File: config.mk
export PLATFORM = sky130hd
export DESIGN_NAME = tclb_ctrl
export DESIGN_NICKNAME = d
export VERILOG_FILES = /design/src/tclb_pkg.sv /design/src/tclb_ctrl.sv
export SDC_FILE = /design/constraint.sdc
export NUM_CORES = 1
export LEC_CHECK = 0
export BUFFER_PORTS_ARGS = -buffer_cell sky130_fd_sc_hd__buf_2
export CAP_MARGIN = 20
export CORE_AREA = 3 3 40 42
export DETAILED_ROUTE_END_ITERATION = 12
export DIE_AREA = 0 0 43 45
export PLACE_DENSITY = 0.3
export RECOVER_POWER = 25
export SETUP_SLACK_MARGIN = 0.02
export SLEW_MARGIN = 20
export SYNTH_ARGS = -nofsm -noshare
export SYNTH_HDL_FRONTEND = slang
export SYNTH_SLANG_ARGS = --single-unit
File: constraint.sdc
create_clock -name clock -period 1.6 [get_ports clock]
set_clock_uncertainty 0.15 [all_clocks]
set_input_delay 0.32 -clock clock [delete_from_list [all_inputs] [get_ports clock]]
set_output_delay 0.32 -clock clock [all_outputs]
set_load 0.02 [all_outputs]
File: src/tclb_pkg.sv
// Shared types, widths, command codes and defaults for the text console line buffer.
package tclb_pkg;

   localparam int NUM_ROWS_DEF     = 256;
   localparam int ROW_LEN_DEF      = 128;
   localparam int NOTIFY_DEPTH_DEF = 8;

   localparam int CMD_W   = 3;
   localparam int BYTE_W  = 8;
   localparam int TIME_W  = 32;
   localparam int ROW_W   = 8;
   localparam int COL_W   = 7;
   localparam int SLOT_W  = 3;
   localparam int SPAN_W  = 9;

   typedef logic [CMD_W-1:0]  cmd_port_type;
   typedef logic [BYTE_W-1:0] byte_port_type;
   typedef logic [TIME_W-1:0] time_port_type;
   typedef logic [ROW_W-1:0]  row_port_type;
   typedef logic [COL_W-1:0]  col_port_type;
   typedef logic [SLOT_W-1:0] slot_port_type;
   typedef logic [SPAN_W-1:0] span_port_type;

   localparam cmd_port_type CMD_PRINT     = 3'd0;
   localparam cmd_port_type CMD_CLEAR     = 3'd1;
   localparam cmd_port_type CMD_READ_TEXT = 3'd2;
   localparam cmd_port_type CMD_READ_SPAN = 3'd3;
   localparam cmd_port_type CMD_READ_TIME = 3'd4;

   localparam byte_port_type CH_CR = 8'd13;
   localparam byte_port_type CH_LF = 8'd10;

   // Commands from the controller to the datapath.
   typedef struct packed {
      logic load;
      logic fetch;
      logic exec;
      logic spill;
   } ctl_type;

   // Status from the datapath to the controller.
   typedef struct packed {
      logic spill_needed;
   } stat_type;

endpackage

File: src/tclb_ctrl.sv
// Controller state machine that sequences each item through fetch and update, and a spill when one is needed.
module tclb_ctrl (
   input  logic               clock,
   input  logic               reset,
   input  logic               start,
   output logic               busy,
   output logic               rsp_valid,
   output tclb_pkg::ctl_type  ctl,
   input  tclb_pkg::stat_type stat
);

   typedef enum logic [1:0] {
      ST_IDLE,
      ST_FETCH,
      ST_EXEC,
      ST_SPILL
   } state_type;

   state_type state_ff, state_in;
   logic      rsp_valid_ff, rsp_valid_in;

   always_comb begin
      state_in     = state_ff;
      rsp_valid_in = 1'b0;
      case (state_ff)
         ST_IDLE: begin
            if (start) begin
               state_in = ST_FETCH;
            end
         end
         ST_FETCH: begin
            state_in = ST_EXEC;
         end
         ST_EXEC: begin
            if (stat.spill_needed) begin
               state_in = ST_SPILL;
            end else begin
               state_in     = ST_IDLE;
               rsp_valid_in = 1'b1;
            end
         end
         ST_SPILL: begin
            state_in     = ST_IDLE;
            rsp_valid_in = 1'b1;
         end
         default: begin
            state_in = ST_IDLE;
         end
      endcase
   end

   always_ff @(posedge clock) begin
      if (reset) begin
         state_ff     <= ST_IDLE;
         rsp_valid_ff <= 1'b0;
      end else begin
         state_ff     <= state_in;
         rsp_valid_ff <= rsp_valid_in;
      end
   end

   assign busy      = (state_ff != ST_IDLE);
   assign rsp_valid = rsp_valid_ff;
   assign ctl.load  = start && (state_ff == ST_IDLE);
   assign ctl.fetch = (state_ff == ST_FETCH);
   assign ctl.exec  = (state_ff == ST_EXEC);
   assign ctl.spill = (state_ff == ST_SPILL);

endmodule

==> impl_metrics.ini <==
[status]
status = finished clean

[clocking]
cts.sinks = 3
clock_path_buffers = 2
cts-buffers-inserted = 3
cts_tree = done
post_cts_buffers = 0
cts_max_level = 1
worstSkewPairLatency_ns = 0.23
cts-root-buf = clkbuf_4
path_clk_slew_ns = 0.04

[yosys]
ys_warn_count = 0
ys_seq_area_share_pct = 40.7
yosysUniqueCellTypes = 12
synth_top_cell_area_share_pct = 40.7
ys_top_cells_by_area = dfxtp_1, nor2b_1, mux2i_1, nor3_2, or2_4
synth_top_cell_by_area = dfxtp_1
syn_avg_cell_area_sq_um = 9.23
syn_area_sq_um = 148
synth_cells = 16
synth-seq-cells = 3
syn_nets = 20

[global_route]
grt_pass1_vias = 150
antenna_found_initial = 0
grtUsageTotal_pct = 4.66
grt_max_degree = 8
grt-ovfl-total = 0
grt_pass1_wl_microns = 558

[timing]
timing.setup.tns_ns = 0
rsz0062_at_grt = false
max_freq_ghz = 0.661
slew_headroom_pct = 86.6
hold_violations = 0
tightest_slew_ns = 0.201
setup_violations = 0
finalCriticalPeriod_ns = 1.51
timing.final.crit_share_pct = 94.6
drv_slew = 0

[drt]
routed_wl_microns = 353
via_per_inst = 3.39
drc = 0
vias = 149
drt_iter0_drc = 0
routed.top_layer = met3
wl_per_cell_microns = 8.02
met3_wirelength_microns = 66
ant_nets = 0
wl_met1_microns = 146
route.met2.wl_microns = 140
dr.pass1.iters = 1

[power]
leakagePower_uw = 0.000122
p_sw_uw = 70.0
power_frac_comb_pct = 17.5
clkPwrFrac_pct = 50.3
p_per_area_nw_per_um2 = 1100
power_frac_seq_pct = 32.2
p_sw_share_pct = 26.4
p_int_uw = 195
ir_worst_vdd_uv = 197

[floorplan]
ios = 10
initial_core_util_pct = 11.5
die_h_microns = 45
core_sq_um = 1280
row_count = 13
dieWidth_microns = 43
die-area_sq_um = 1940

[place]
gp_congestion = 0.640
io_buffers = 9
placed_cell_area_sq_um = 211
hpwlAfterDp_microns = 257

[setup_path]
max_stage_delay_ns = 0.35
crit_type = flop to output port
cp_top_family = flip-flops
crit_path_cell_trace = or2_4 -> nor2_2 -> buf_4
critical_path.max_fanout = 7
crit_required_ns = 1.13
startpoint_type = flop
arrival_ns = 1.04
crit_slowest_cell = dfxtp_1
cp-end-kind = output port
path_buf_inv = 1

[finish]
fill_cells = 154
drive_above_1_share_pct = 55.2
syn_to_final_growth_pct = 63.6
fin_nets = 34
diodes = 0
fin_area_sq_um = 241

[min_path]
hold_path_class = primary input to flop

[job]
max-cap-violations = 0
## final timing paths
check,start,endpoint,slack (ns),cells after the start
setup / recovery,state_ff[1],ctl[3],0.09,3
hold / removal,reset,state_ff[0],0.13,2
setup reg to reg,state_ff[1],state_ff[0],0.63,2
hold reg to reg,state_ff[0],state_ff[0],0.31,1
## layer usage
layer / vias to the layer above / global-route usage, %
li1: 78 / -
met1: 63 / 3.60
met2: 8 / 5.09
met3: 0 / 4.78
met4: 0 / 7.23
met5: - / 0
## cell families (layout without fill, tap and decap cells)
kind of cell	Yosys count	after routing	synth area share (%)
mux	1	1	6.78
flops	3	3	40.7
buf+inv	2	15	5.09
compound gates	1	1	3.39
simple gates	9	9	44.1
## final cells by class
type | instances | area [sq um] | share of cell area, %
well taps | 15 | 18.8 | 7.77
clock buffers | 4 | 26.3 | 10.9
repair buffers | 9 | 47.5 | 19.7
inverters | 2 | 7.51 | 3.11
multi-input cells | 11 | 80.1 | 33.2
flip-flops and latches | 3 | 61.3 | 25.4
## registers in the layout, summed over array words and instances (netlist names)
name / count
rsp_valid: 1
state_ff: 2
## metrics by stage
stage | cells | total power (uW) | hold slack (ns) | util [%] | worst slack (ns)
floorplan | 16 | 115 | 0.239 | - | 0.297
global placement | 40 | 132 | 0.372 | 16.5 | 0.300
detailed placement | 40 | 132 | 0.377 | 16.5 | 0.293
CTS | 44 | 275 | 0.124 | 18.5 | 0.0283
global route | 44 | 288 | 0.120 | 18.8 | 0.0299
finish | 44 | 265 | 0.127 | 18.8 | 0.0871
## cells in the mapped netlist
master    n
nor3_2    1
inv_1     2
nand2b_1  1
mux2i_1   1
nor3b_1   1
and2_1    1
nor2_2    1
dfxtp_1   3
a21oi_1   1
nor2b_1   2
or2_4     1
nand3b_1  1
## power groups by stage
stage / clock [uW] / combinational (uW) / sequential [uW]
floorplan: 0 / 29.3 / 85.8
global placement: 0 / 46.5 / 85.8
detailed placement: 0 / 45.7 / 85.8
CTS: 145 / 45.8 / 84.8
global route: 151 / 50.2 / 86.0
finish: 133 / 46.3 / 85.3
## layout by cell type, fill, tap and decap left out
cell type	n
or2_4	1
nor2b_1	2
clkbuf_4	3
dfxtp_2	1
inv_1	2
nand3b_1	1
nor3_2	1
nor3b_1	1
nor2_2	1
a21oi_1	1
buf_4	1
mux2i_1	1
clkbuf_1	1
nand2b_1	1
buf_2	8
and2_1	1
dfxtp_1	2
## timing repair
action	CTS	global route
hold buffers	0	0
gates resized for setup	0	2
endpoints found under the setup margin	0	1
Power figures use the tool's default switching activity.
